===== src/hw/rtl/ssg_pkg.sv =====
// ssg_pkg: shared constants, codes, types and helpers of the sine sample generator
// no dependencies; used by every module of the block by scoped name

package ssg_pkg;

   localparam int PHASE_BITS     = 32;
   localparam int OUT_BITS       = 16;
   localparam int SINE_ADDR_BITS = 10;

   localparam int WORD_BITS      = 32;
   localparam int FREQ_BITS      = 31;
   localparam int AMP_BITS       = 15;
   localparam int OPCODE_BITS    = 2;
   localparam int CSR_INDEX_BITS = 2;

   localparam int FRAC_BITS  = 30;
   localparam int COEF_BITS  = FRAC_BITS + 1;
   localparam int QUART_BITS = SINE_ADDR_BITS - 2;
   localparam int K_BITS     = SINE_ADDR_BITS - 1;
   localparam int X_SHIFT    = FRAC_BITS - QUART_BITS;
   localparam int X2_SHIFT   = 2 * X_SHIFT - FRAC_BITS;

   localparam int ALIGN_UP = (PHASE_BITS >= WORD_BITS) ? PHASE_BITS - WORD_BITS : 0;
   localparam int ALIGN_DN = (PHASE_BITS < WORD_BITS) ? WORD_BITS - PHASE_BITS : 0;

   localparam int MAG_MUL_BITS = (OUT_BITS - 1 > AMP_BITS) ? OUT_BITS - 1 : AMP_BITS;

   localparam int HORNER_CELLS = 4;

   localparam logic [OPCODE_BITS-1:0] OP_SCALED_START  = 2'd0;
   localparam logic [OPCODE_BITS-1:0] OP_SCALED_CUSTOM = 2'd1;
   localparam logic [OPCODE_BITS-1:0] OP_UNSCALED      = 2'd2;

   localparam logic [CSR_INDEX_BITS-1:0] REG_FREQ_WORD   = 2'd0;
   localparam logic [CSR_INDEX_BITS-1:0] REG_AMPLITUDE   = 2'd1;
   localparam logic [CSR_INDEX_BITS-1:0] REG_START_PHASE = 2'd2;

   localparam logic [FREQ_BITS-1:0] FREQ_WORD_RESET   = 31'd1;
   localparam logic [AMP_BITS-1:0]  AMPLITUDE_RESET   = 15'd32767;
   localparam logic [WORD_BITS-1:0] START_PHASE_RESET = 32'd0;

   localparam logic [COEF_BITS-1:0] COEF_C9 = 31'd172272;
   localparam logic [COEF_BITS-1:0] HORNER_COEF [HORNER_CELLS] =
      '{31'd5026995, 31'd85569305, 31'd693598669, 31'd1686629713};

   localparam logic [COEF_BITS-1:0] Q30_ONE  = {1'b1, {FRAC_BITS{1'b0}}};
   localparam logic [COEF_BITS-1:0] Q30_HALF = {2'b01, {(FRAC_BITS-1){1'b0}}};

   localparam logic [OUT_BITS-2:0] MAX_MAG = '1;

   typedef logic [MAG_MUL_BITS-1:0] mul_type;
   typedef logic [MAG_MUL_BITS:0]   mag_type;

   typedef struct packed {
      logic [OPCODE_BITS-1:0] opcode;
      logic [1:0]             quad;
      logic [K_BITS-1:0]      k;
   } side_type;

   typedef struct packed {
      side_type             side;
      logic [COEF_BITS-1:0] x2;
      logic [COEF_BITS-1:0] t;
   } cell_type;

   function automatic logic [PHASE_BITS-1:0] align_word(input logic [WORD_BITS-1:0] w);
      logic [PHASE_BITS+WORD_BITS-1:0] wide;
      wide = {{PHASE_BITS{1'b0}}, w};
      wide = (wide << ALIGN_UP) >> ALIGN_DN;
      return wide[PHASE_BITS-1:0];
   endfunction

endpackage


===== src/hw/rtl/ssg_cell.sv =====
// ssg_cell: one step of the odd polynomial, t <= coef - x2 * t in Q30
// depends on ssg_pkg; chained by the top level, one cell per coefficient

module ssg_cell (
   input  logic                            clock,
   input  logic                            reset,
   input  logic                            en,
   input  logic                            in_valid,
   input  ssg_pkg::cell_type               in_data,
   input  logic [ssg_pkg::COEF_BITS-1:0]   coef,
   output logic                            out_valid,
   output ssg_pkg::cell_type               out_data
);

   localparam int CB = ssg_pkg::COEF_BITS;

   logic [2*CB-1:0]   prod;
   ssg_pkg::cell_type data_in;
   logic              valid_ff;
   ssg_pkg::cell_type data_ff;

   assign prod = in_data.x2 * in_data.t;

   always_comb begin
      data_in   = in_data;
      data_in.t = coef - prod[ssg_pkg::FRAC_BITS +: CB];
   end

   always_ff @(posedge clock) begin
      if (reset) begin
         valid_ff <= 1'b0;
      end else if (en) begin
         valid_ff <= in_valid;
      end
   end

   always_ff @(posedge clock) begin
      if (en) begin
         data_ff <= data_in;
      end
   end

   assign out_valid = valid_ff;
   assign out_data  = data_ff;

endmodule


===== config.mk =====
export PLATFORM = sky130hd
export DESIGN_NAME = ssg_cell
export DESIGN_NICKNAME = d
export VERILOG_FILES = /design/src/hw/rtl/ssg_pkg.sv /design/src/hw/rtl/ssg_cell.sv
export SDC_FILE = /design/constraint.sdc
export NUM_CORES = 2
export LEC_CHECK = 0
export CORE_MARGIN = 8
export CORE_UTILIZATION = 25
export CTS_BUF_LIST = sky130_fd_sc_hd__clkbuf_2 sky130_fd_sc_hd__clkbuf_4 sky130_fd_sc_hd__clkbuf_8
export DETAILED_ROUTE_END_ITERATION = 8
export DONT_BUFFER_PORTS = 1
export SLEW_MARGIN = 20
export SYNTH_ARGS = -nofsm -noshare
export SYNTH_HDL_FRONTEND = slang
export SYNTH_SLANG_ARGS = --single-unit
export TNS_END_PERCENT = 50

===== constraint.sdc =====
create_clock -name clock -period 17.4 [get_ports clock]
set_clock_uncertainty 0.1 [all_clocks]
set_input_delay 0 -clock clock [delete_from_list [all_inputs] [get_ports clock]]
set_output_delay 0 -clock clock [all_outputs]
set_load 0.02 [all_outputs]

==> impl_results.md <==
- TNS Setup: 0 ns
- Achievable Freq: 0.100 GHz
- Hold slack: 0.101 ns
- Yosys cell types: 61
- Worst endpoint required time: 17.59 ns
- Endpoints failing hold: 0
- Relative slew slack: 48.1%
- Clock buffer count from CTS: 9
- Outcome: finished clean
- Primary FF master, synth: edfxtp_1
- Crit end category: register
- Starting Density: 25.2%
- Sequential area share after synthesis: 6.78%
- Critical Path Fanout Max: 32
- RSZ-0062 raised after global routing: no
- Critical path's most frequent cell: fa_1
- CTS clk-pin slew, worst paths: 0.13 ns
- Min Tclk post-route: 9.99 ns
- Most frequent cells in the layout: 836 x fa_1, 772 x inv_1, 550 x nand2_1, 457 x and2_1, 276 x ha_1
- First-pass DRT Iterations: 7
- Met2 Resource Use GR: 23.9%
- Worst skew pair latency: 0.52 ns
- Yosys reg bits: 76
- Hold_buf cts: 137
- CP delay by family, top: adder cells
- Vias in the first global route: 26,500
- Final Setup Violations: 0
- DRT antenna net count: 0
- Critical path type: input port to register
- Vias per cell: 4.50
- CTS tree: built
- Routed len/inst: 19.2 um
- # IOs: 186
- Die Area: 0.146 mm^2
- GRT Total Usage: 14.0%
- Clk buf depth: 2
- Least-Margin Pin Slew: 0.779 ns
- Die width: 382 um
- Worst path bufs/invs: 5
- Mean area per synthesized cell: 9.51 um^2
- Met3 usage: 2.99%
- R2R setup slack: 15.98 ns
- CTS Root Cell: clkbuf_8
- Net Count, Synth: 4,749
- Period utilization: 57.4%
- Grt peak-use layer: met2
- DP HPWL: 75,800 um
- Grt ovf: 0
- DRC: 0
- Cells after Synth: 3,527
- Core area: 0.133 mm^2
- FP Rows: 134
- Yosys warns: 0
- DP Area: 0.0350 mm^2
- Startpoint types: input port
- Slowest stage delay, CP: 0.70 ns
- Commonest non-fill, non-tap cell in the layout: fa_1
- PortBufs: 0
- Post-synth ARST share: 0%
- Max cap viols: 0
- Die height: 382 um
- Fraction of layout cells with a size suffix above 1: 1.00%
- Post-CTS resize count: 0
- Largest net degree at the start of global routing: 76
- Routability Congestion: 0.870
- Slew Viols, Final: 0
- Slowest cell on crit path: a311oi_2
- Initial antenna violation count: 1
- Synth Cell Area: 0.0335 mm^2
- CTS Sinks: 76
- Hold WC Path Type: input port to register
- Count of nets after finishing: 4,703
- Vias: 23,700
- Drt initial violations: 1,374
- Post-synth EDFFs: 75
- Final instance area: 0.0366 mm^2
- First-pass GRT wire length: 158,000 um
- Setup Fix Bufs, Post-CTS: 0
- Routed WL: 101,000 um
- Data arrival, critical path: 10.18 ns
- Area Overhead vs Synth: 9.22%
- GR Layer Usage met1: 17.2%
- Htree depth: 3
## kinds of logic (layout without fill, tap and decap cells)
group                    Yosys count  in the layout  synth area share [%]
AO/OA/AOI/OAI                    206            206                  4.22
multiplexers                       1              1                0.0298
buffers and inverters            966            925                  10.8
other                              0              5                     0
adder cells (fa/ha/maj)         1112           1112                  60.2
flip-flops                        76             76                  6.78
AND/OR/NAND/NOR                 1098           1098                  16.2
XOR/XNOR                          68             68                  1.78
## per-layer routing
layer / share of wire, % / vias to the layer above
li1: - / 10300
met1: 40 / 12400
met2: 49 / 781
met3: 7.0 / 199
met4: 4.6 / 0
met5: 0 / -
## per-stage QoR
step	cells	setup WS [ns]	utilization (%)
4_1_cts	5254	7.47	27.5
5_1_grt	5255	7.08	27.5
3_5_place_dp	5101	7.43	26.3
3_3_place_gp	5101	7.47	26.3
2_1_floorplan	3527	8.78	-
6_report	5259	7.41	27.5
## flip-flops by register name (all words and copies together), names as in the netlist
name       cells
out_data      75
out_valid      1
## Yosys cell counts (all sizes together) (24+ instances only)
library cell | number | area [um^2]
a21o | 38 | 285
a21oi | 68 | 344
and2 | 457 | 2860
clkbuf | 192 | 722
edfxtp | 75 | 2250
fa | 836 | 16700
ha | 276 | 3450
inv | 772 | 2900
nand2 | 550 | 2060
nor2 | 30 | 115
o21ai | 41 | 220
xnor2 | 44 | 385
xor2 | 24 | 210
## worst reg2reg max path, stage by stage, from the launching register on
cell and delay [ns]:
dfxtp_1 0.49, mux2i_1 0.11, nor2_1 0.13, dlygate4sd3_1 0.54
## path summary, 6_finish.rpt
check / cells past startpoint / startpoint / to
worst max register to register: 3 / out_valid / out_valid
worst max-delay path: 32 / in_data[56] / out_data[29]
worst min-delay path: 1 / in_data[39] / out_data[39]
worst min register to register: 3 / out_valid / out_valid
## area by class of cell
class                           instances  area (um^2)
Multi-Input combinational cell       2485        27600
Sequential cell                        76         2270
Antenna cell                            5         12.5
Tap cell                             1768         2210
Fill cell                           14000        96700
Inverter                              772         2900
Clock buffer                            9          124
Timing Repair Buffer                  137         1390
Clock inverter                          7         86.3
Power is not shown: default switching activity piles up to over one toggle a cycle in this logic, so the estimate is an artifact.
