`src/hw/rtl/ssg_pkg.sv`:
```
// ssg_pkg: shared constants, codes, types and helpers of the sine sample generator
// no dependencies; used by every module of the block by scoped name

package ssg_pkg;

   localparam int PHASE_BITS     = 32;
   localparam int OUT_BITS       = 16;
   localparam int SINE_ADDR_BITS = 10;

   localparam int WORD_BITS      = 32;
   localparam int FREQ_BITS      = 31;
   localparam int AMP_BITS       = 15;
   localparam int OPCODE_BITS    = 2;
   localparam int CSR_INDEX_BITS = 2;

   localparam int FRAC_BITS  = 30;
   localparam int COEF_BITS  = FRAC_BITS + 1;
   localparam int QUART_BITS = SINE_ADDR_BITS - 2;
   localparam int K_BITS     = SINE_ADDR_BITS - 1;
   localparam int X_SHIFT    = FRAC_BITS - QUART_BITS;
   localparam int X2_SHIFT   = 2 * X_SHIFT - FRAC_BITS;

   localparam int ALIGN_UP = (PHASE_BITS >= WORD_BITS) ? PHASE_BITS - WORD_BITS : 0;
   localparam int ALIGN_DN = (PHASE_BITS < WORD_BITS) ? WORD_BITS - PHASE_BITS : 0;

   localparam int MAG_MUL_BITS = (OUT_BITS - 1 > AMP_BITS) ? OUT_BITS - 1 : AMP_BITS;

   localparam int HORNER_CELLS = 4;

   localparam logic [OPCODE_BITS-1:0] OP_SCALED_START  = 2'd0;
   localparam logic [OPCODE_BITS-1:0] OP_SCALED_CUSTOM = 2'd1;
   localparam logic [OPCODE_BITS-1:0] OP_UNSCALED      = 2'd2;

   localparam logic [CSR_INDEX_BITS-1:0] REG_FREQ_WORD   = 2'd0;
   localparam logic [CSR_INDEX_BITS-1:0] REG_AMPLITUDE   = 2'd1;
   localparam logic [CSR_INDEX_BITS-1:0] REG_START_PHASE = 2'd2;

   localparam logic [FREQ_BITS-1:0] FREQ_WORD_RESET   = 31'd1;
   localparam logic [AMP_BITS-1:0]  AMPLITUDE_RESET   = 15'd32767;
   localparam logic [WORD_BITS-1:0] START_PHASE_RESET = 32'd0;

   localparam logic [COEF_BITS-1:0] COEF_C9 = 31'd172272;
   localparam logic [COEF_BITS-1:0] HORNER_COEF [HORNER_CELLS] =
      '{31'd5026995, 31'd85569305, 31'd693598669, 31'd1686629713};

   localparam logic [COEF_BITS-1:0] Q30_ONE  = {1'b1, {FRAC_BITS{1'b0}}};
   localparam logic [COEF_BITS-1:0] Q30_HALF = {2'b01, {(FRAC_BITS-1){1'b0}}};

   localparam logic [OUT_BITS-2:0] MAX_MAG = '1;

   typedef logic [MAG_MUL_BITS-1:0] mul_type;
   typedef logic [MAG_MUL_BITS:0]   mag_type;

   typedef struct packed {
      logic [OPCODE_BITS-1:0] opcode;
      logic [1:0]             quad;
      logic [K_BITS-1:0]      k;
   } side_type;

   typedef struct packed {
      side_type             side;
      logic [COEF_BITS-1:0] x2;
      logic [COEF_BITS-1:0] t;
   } cell_type;

   function automatic logic [PHASE_BITS-1:0] align_word(input logic [WORD_BITS-1:0] w);
      logic [PHASE_BITS+WORD_BITS-1:0] wide;
      wide = {{PHASE_BITS{1'b0}}, w};
      wide = (wide << ALIGN_UP) >> ALIGN_DN;
      return wide[PHASE_BITS-1:0];
   endfunction

endpackage

```
`src/hw/rtl/ssg_scale.sv`:
```
// ssg_scale: final polynomial product, clamp, amplitude scaling and sign
// depends on ssg_pkg; holds the result register of the output channel

module ssg_scale (
   input  logic                                clock,
   input  logic                                reset,
   input  logic                                en,
   input  logic                                in_valid,
   input  ssg_pkg::cell_type                   in_data,
   input  logic [ssg_pkg::AMP_BITS-1:0]        amplitude,
   output logic                                out_valid,
   output logic signed [ssg_pkg::OUT_BITS-1:0] out_sample
);

   localparam int CB = ssg_pkg::COEF_BITS;
   localparam int FB = ssg_pkg::FRAC_BITS;
   localparam int MW = ssg_pkg::MAG_MUL_BITS;
   localparam int OB = ssg_pkg::OUT_BITS;

   logic [CB-1:0]     x;
   logic [2*CB-1:0]   s_prod;
   logic [CB:0]       s_raw;
   logic [CB-1:0]     s_in;

   logic              valid1_ff;
   logic [CB-1:0]     s_ff;
   ssg_pkg::side_type side1_ff;

   logic              scaled;
   logic              unscaled;
   ssg_pkg::mul_type  mul;
   logic [CB-1:0]     rnd;
   logic [CB+MW-1:0]  m_prod;

   logic              valid2_ff;
   ssg_pkg::mag_type  mag_ff;
   logic              neg_ff;
   logic              zero_ff;

   logic [OB-2:0]     mag_sat;
   logic [OB-1:0]     mag_ext;
   logic [OB-1:0]     sample_in;

   logic              valid3_ff;
   logic [OB-1:0]     sample_ff;

   // quarter-wave value, clamped to one
   assign x      = {in_data.side.k, {ssg_pkg::X_SHIFT{1'b0}}};
   assign s_prod = x * in_data.t;
   assign s_raw  = s_prod[2*CB-1:FB];
   assign s_in   = (s_raw > {1'b0, ssg_pkg::Q30_ONE}) ? ssg_pkg::Q30_ONE : s_raw[CB-1:0];

   always_ff @(posedge clock) begin
      if (reset) begin
         valid1_ff <= 1'b0;
      end else if (en) begin
         valid1_ff <= in_valid;
      end
   end

   always_ff @(posedge clock) begin
      if (en) begin
         s_ff     <= s_in;
         side1_ff <= in_data.side;
      end
   end

   // amplitude scaling truncates, the unscaled form rounds half up
   assign scaled   = (side1_ff.opcode == ssg_pkg::OP_SCALED_START) ||
                     (side1_ff.opcode == ssg_pkg::OP_SCALED_CUSTOM);
   assign unscaled = (side1_ff.opcode == ssg_pkg::OP_UNSCALED);
   assign mul      = unscaled ? ssg_pkg::mul_type'(ssg_pkg::MAX_MAG) :
                                ssg_pkg::mul_type'(amplitude);
   assign rnd      = unscaled ? ssg_pkg::Q30_HALF : '0;
   assign m_prod   = s_ff * mul + rnd;

   always_ff @(posedge clock) begin
      if (reset) begin
         valid2_ff <= 1'b0;
      end else if (en) begin
         valid2_ff <= valid1_ff;
      end
   end

   always_ff @(posedge clock) begin
      if (en) begin
         mag_ff  <= m_prod[CB+MW-1:FB];
         neg_ff  <= side1_ff.quad[1];
         zero_ff <= !(scaled || unscaled);
      end
   end

   assign mag_sat = (mag_ff > ssg_pkg::mag_type'(ssg_pkg::MAX_MAG)) ?
                    ssg_pkg::MAX_MAG : mag_ff[OB-2:0];
   assign mag_ext = {1'b0, mag_sat};

   always_comb begin
      if (zero_ff) begin
         sample_in = '0;
      end else if (neg_ff) begin
         sample_in = -mag_ext;
      end else begin
         sample_in = mag_ext;
      end
   end

   always_ff @(posedge clock) begin
      if (reset) begin
         valid3_ff <= 1'b0;
      end else if (en) begin
         valid3_ff <= valid2_ff;
      end
   end

   always_ff @(posedge clock) begin
      if (en) begin
         sample_ff <= sample_in;
      end
   end

   assign out_valid  = valid3_ff;
   assign out_sample = sample_ff;

endmodule

```
`config.mk`:
```
export PLATFORM = sky130hd
export DESIGN_NAME = ssg_scale
export DESIGN_NICKNAME = d
export VERILOG_FILES = /design/src/hw/rtl/ssg_pkg.sv /design/src/hw/rtl/ssg_scale.sv
export SDC_FILE = /design/constraint.sdc
export NUM_CORES = 2
export LEC_CHECK = 0
export BUFFER_PORTS_ARGS = -buffer_cell sky130_fd_sc_hd__buf_2
export CAP_MARGIN = 10
export CORE_ASPECT_RATIO = 0.7
export CORE_MARGIN = 2
export CORE_UTILIZATION = 40
export CTS_CLUSTER_DIAMETER = 80
export DETAILED_ROUTE_END_ITERATION = 7
export GPL_TIMING_DRIVEN = 0
export SYNTH_ARGS = -nofsm -noshare
export SYNTH_HDL_FRONTEND = slang
export SYNTH_SLANG_ARGS = --single-unit
```
`constraint.sdc`:
```
create_clock -name clock -period 9.6 [get_ports clock]
set_input_delay 1.92 -clock clock [delete_from_list [all_inputs] [get_ports clock]]
set_output_delay 1.92 -clock clock [all_outputs]
set_load 0.1 [all_outputs]
```
==> results.sh <==
export IMPL_setup_worst_path_end_class="flip-flop"
export IMPL_postCtsSetupBuffers=0
export IMPL_route_detailed_vias_per_inst=4.93
export IMPL_synth_fp_nets=3787
export IMPL_stdcell_count=3892
export IMPL_tritoncts="yes"
export IMPL_unrepaired_setup_endpoints_after_global_routing="no"
export IMPL_flow_area_growth_from_synthesis_pct=7.08
export IMPL_worst_path_max_fanout=10
export IMPL_postLayoutCoreUtil=0.431
export IMPL_routed_via_count=19200
export IMPL_synth_lib_cells_used_distinct=66
export IMPL_antenna_found_initial=4
export IMPL_worst_slew_pin_transition_ps=1090
export IMPL_chipWidth_um=308
export IMPL_ranking_of_synthesized_cells_by_area="sky130_fd_sc_hd__fa_1, sky130_fd_sc_hd__inv_1, sky130_fd_sc_hd__ha_1"
export IMPL_largest_area_contributor_in_the_netlist="sky130_fd_sc_hd__fa_1"
export IMPL_async_flop_share=0
export IMPL_placement_rows=78
export IMPL_outcome="finished, final reports clean"
export IMPL_totalWireLength_mm=67.8
export IMPL_drv_max_cap_violation_count=0
export IMPL_postRouteAntennaNets=0
export IMPL_cp_data_required_time_ps=9690
export IMPL_numPortBuffers=71
export IMPL_cts_htree_levels=3
export IMPL_latest_clock_arrival_within_the_worst_skew_pair_ps=350
export IMPL_netlist_area_um2=26000
export IMPL_initial_utilization=0.402
export IMPL_post_synth_fa_ha_maj_area_fraction=0.538
export IMPL_critPathArrivalTime_ps=9270
export IMPL_place_detailed_instances=3876
export IMPL_final_max_slew_viol_count=0
export IMPL_netlist_instances=2924
export IMPL_ys_seq_area_frac=0.0810
export IMPL_synth_compound_area_share=0.0528
export IMPL_die_area_um2=67000
export IMPL_number_of_enable_flip_flop_cells_after_synthesis=68
export IMPL_setup_viol_count_final=0
export IMPL_clk_pin_slew_worst_paths_ps=60
export IMPL_cts_buffer_depth=2
export IMPL_cts_made_buffers=9
export IMPL_timing_fmax_ghz=0.109
export IMPL_drt_iter0_drc=1268
export IMPL_synthDominantCellAreaShare=0.447
export IMPL_synth_main_ff_cell="sky130_fd_sc_hd__edfxtp_1"
export IMPL_final_nets=3870
export IMPL_gp_routability_congestion=0.935
export IMPL_cts_hold_buffers_added=0
export IMPL_synth_top_family_by_area="adder cells"
export IMPL_grt_start_max_net_pins=40
export IMPL_cts_sink_count=71
export IMPL_critPathLaunchType="primary input"
export IMPL_post_synth_mux_area_share=0.00154
export IMPL_antennaDiodeCount=0
export IMPL_io_pins=111
export IMPL_dp_hpwl_mm=58.2
export IMPL_ys_ff_latch=71
export IMPL_postCtsResizedCells=0
export IMPL_die_height_um=217
export IMPL_regToRegSetupSlack_ps=590
export IMPL_filler_cell_count=6437
export IMPL_final_hold_viol_count=0
export IMPL_synth_simple_gate_area_frac=0.188
export IMPL_final_layout_size_suffix_gt1_frac=0.0428
export IMPL_overflow=0
export IMPL_global_route_usage_total=0.218
export IMPL_syn_avg_cell_area_um2=8.88
export IMPL_fin_skew_ps=11.0
export IMPL_ys_warn_count=0
export IMPL_worst_hold_path_type="reg2reg"
export IMPL_ctsRootBufferMaster="sky130_fd_sc_hd__clkbuf_16"
export IMPL_synth_xor_xnor_area_share=0.0162
export IMPL_first_pass_grt_wire_length_mm=113
export IMPL_timing_slew_headroom=0.252
export IMPL_core_area_um2=64500
export IMPL_post_drt_wl_per_cell_um=17.4
export IMPL_number_of_global_route_vias_before_repair=20300
export IMPL_min_period_over_period=0.956
export IMPL_drt_first_pass_iters=5
export IMPL_worstSetupPathType="in2reg"
export IMPL_remaining_drc_errors=0
export IMPL_final_min_clock_period_ps=9180
[stage by stage]
step	setup WS (ps)	hold WS [ps]	area [µm²]	TNS (ps)
global placement	-137	405	27400	-160
global route	46.1	425	27800	0
CTS	70.2	421	27800	0
detailed placement	-129	406	27400	-158
finish	423	418	27800	0
floorplan	1550	400	26000	0
[sequential cells by signal, summed over array words and instances (netlist names)]
register and flops:
out_sample 16, side1_ff 3, valid2_ff 1, out_valid 1, valid1_ff 1, mag_ff 16, zero_ff 1, neg_ff 1
s_ff 31
[worst max-delay path, cell delays in order]
cell                        delay, ps
sky130_fd_sc_hd__buf_2            130
sky130_fd_sc_hd__or2_2            130
sky130_fd_sc_hd__clkbuf_2         340
sky130_fd_sc_hd__clkbuf_1         490
sky130_fd_sc_hd__nand2_1          160
sky130_fd_sc_hd__fa_1             540
sky130_fd_sc_hd__inv_1             60
sky130_fd_sc_hd__fa_1             580
sky130_fd_sc_hd__fa_1             450
sky130_fd_sc_hd__fa_1             460
sky130_fd_sc_hd__fa_1             510
sky130_fd_sc_hd__inv_1             50
sky130_fd_sc_hd__fa_1             470
sky130_fd_sc_hd__inv_1             40
sky130_fd_sc_hd__ha_1             270
sky130_fd_sc_hd__clkbuf_1         390
sky130_fd_sc_hd__nand4_1          200
sky130_fd_sc_hd__o41ai_1          530
sky130_fd_sc_hd__a31oi_2          360
sky130_fd_sc_hd__a2111oi_4        530
sky130_fd_sc_hd__nor3_1           130
sky130_fd_sc_hd__o31ai_1          390
sky130_fd_sc_hd__xnor2_1          120
[cells in the final DEF (no fill, tap or decap), drive strengths merged, types with 6 or more instances in the layout]
master / synthesis / routed
nand2b: 7 / 7
nor3: 21 / 21
a21oi: 70 / 70
a211oi: 7 / 7
a21o: 15 / 15
nand2: 429 / 429
buf: 10 / 82
nor2: 91 / 91
fa: 579 / 579
and2: 358 / 358
nand4: 20 / 20
nor2b: 8 / 8
and3: 6 / 6
ha: 190 / 190
clkbuf: 131 / 140
o21ai: 40 / 40
xor2: 14 / 14
or2: 17 / 17
edfxtp: 68 / 68
o21a: 11 / 11
xnor2: 34 / 34
inv: 700 / 701
nand3: 12 / 12
o21bai: 10 / 10
[area by class of cell]
cell class / count / area (µm²) / area share
buffer: 141 / 558 / 0.0201
clock buffer: 9 / 225 / 0.00810
clock inverter: 7 / 120 / 0.00432
inverter: 700 / 2630 / 0.0946
multi-input combinational: 2012 / 20700 / 0.744
sequential: 71 / 2100 / 0.0756
tap: 880 / 1100 / 0.0396
timing repair buffer: 72 / 378 / 0.0136
[per-layer routing]
metal	vias to the layer above	wire, µm	share of wire	track usage
met2	636	28000	0.41	0.323
met1	9676	32900	0.49	0.337
met3	64	5660	0.084	0.0358
met4	0	1190	0.018	0.0410
met5	-	0	0	0
li1	8804	-	-	-
[worst paths after layout]
path	start	endpoint	depth (start not counted)
worst max-delay path	amplitude[1]	mag_ff[15]$_DFFE_PP_	23
worst min-delay path	side1_ff[10]$_DFFE_PP_	neg_ff$_DFFE_PP_	0
worst max register to register	side1_ff[11]$_DFFE_PP_	mag_ff[15]$_DFFE_PP_	24
worst min register to register	side1_ff[10]$_DFFE_PP_	neg_ff$_DFFE_PP_	0
[synthesized netlist by cell type, types with 2 or more instances]
| library cell | instances |
|---|---|
| sky130_fd_sc_hd__o21ai_0 | 39 |
| sky130_fd_sc_hd__a21oi_1 | 69 |
| sky130_fd_sc_hd__or3_1 | 3 |
| sky130_fd_sc_hd__a221oi_1 | 3 |
| sky130_fd_sc_hd__buf_6 | 2 |
| sky130_fd_sc_hd__xnor2_1 | 34 |
| sky130_fd_sc_hd__nand4_1 | 20 |
| sky130_fd_sc_hd__mux2i_1 | 4 |
| sky130_fd_sc_hd__a2111o_1 | 4 |
| sky130_fd_sc_hd__inv_1 | 700 |
| sky130_fd_sc_hd__a31oi_1 | 4 |
| sky130_fd_sc_hd__xor2_1 | 14 |
| sky130_fd_sc_hd__or4_1 | 2 |
| sky130_fd_sc_hd__o221ai_1 | 2 |
| sky130_fd_sc_hd__o22ai_1 | 2 |
| sky130_fd_sc_hd__dfxtp_1 | 3 |
| sky130_fd_sc_hd__and3_1 | 6 |
| sky130_fd_sc_hd__a21o_1 | 15 |
| sky130_fd_sc_hd__o211ai_1 | 4 |
| sky130_fd_sc_hd__o22a_1 | 4 |
| sky130_fd_sc_hd__or2_2 | 17 |
| sky130_fd_sc_hd__o31ai_1 | 5 |
| sky130_fd_sc_hd__nor3_1 | 21 |
| sky130_fd_sc_hd__and2_1 | 358 |
| sky130_fd_sc_hd__edfxtp_1 | 68 |
| sky130_fd_sc_hd__nor2_1 | 91 |
| sky130_fd_sc_hd__nand2_1 | 429 |
| sky130_fd_sc_hd__ha_1 | 190 |
| sky130_fd_sc_hd__o21a_1 | 11 |
| sky130_fd_sc_hd__nand4b_1 | 3 |
| sky130_fd_sc_hd__nor3b_1 | 3 |
| sky130_fd_sc_hd__nor4_1 | 2 |
| sky130_fd_sc_hd__a41oi_1 | 2 |
| sky130_fd_sc_hd__o41ai_1 | 5 |
| sky130_fd_sc_hd__o21bai_1 | 10 |
| sky130_fd_sc_hd__nand3_1 | 12 |
| sky130_fd_sc_hd__a2111oi_0 | 2 |
| sky130_fd_sc_hd__buf_2 | 7 |
| sky130_fd_sc_hd__nand2b_1 | 7 |
| sky130_fd_sc_hd__fa_1 | 579 |
| sky130_fd_sc_hd__nor2b_1 | 8 |
| sky130_fd_sc_hd__clkbuf_1 | 130 |
| sky130_fd_sc_hd__a211oi_1 | 7 |
[kinds of logic after synthesis]
family                     after synthesis
adders and majority gates              769
muxes                                    4
and+or+nand+nor                        986
buffers and inverters                  841
DFF                                     71
xor gates and xnor gates                48
AOI/OAI and AO/OA                      205
Power is left out: the tool's default activity adds up to more than one toggle a clock period on the data nets, which glitch-free logic cannot reach.
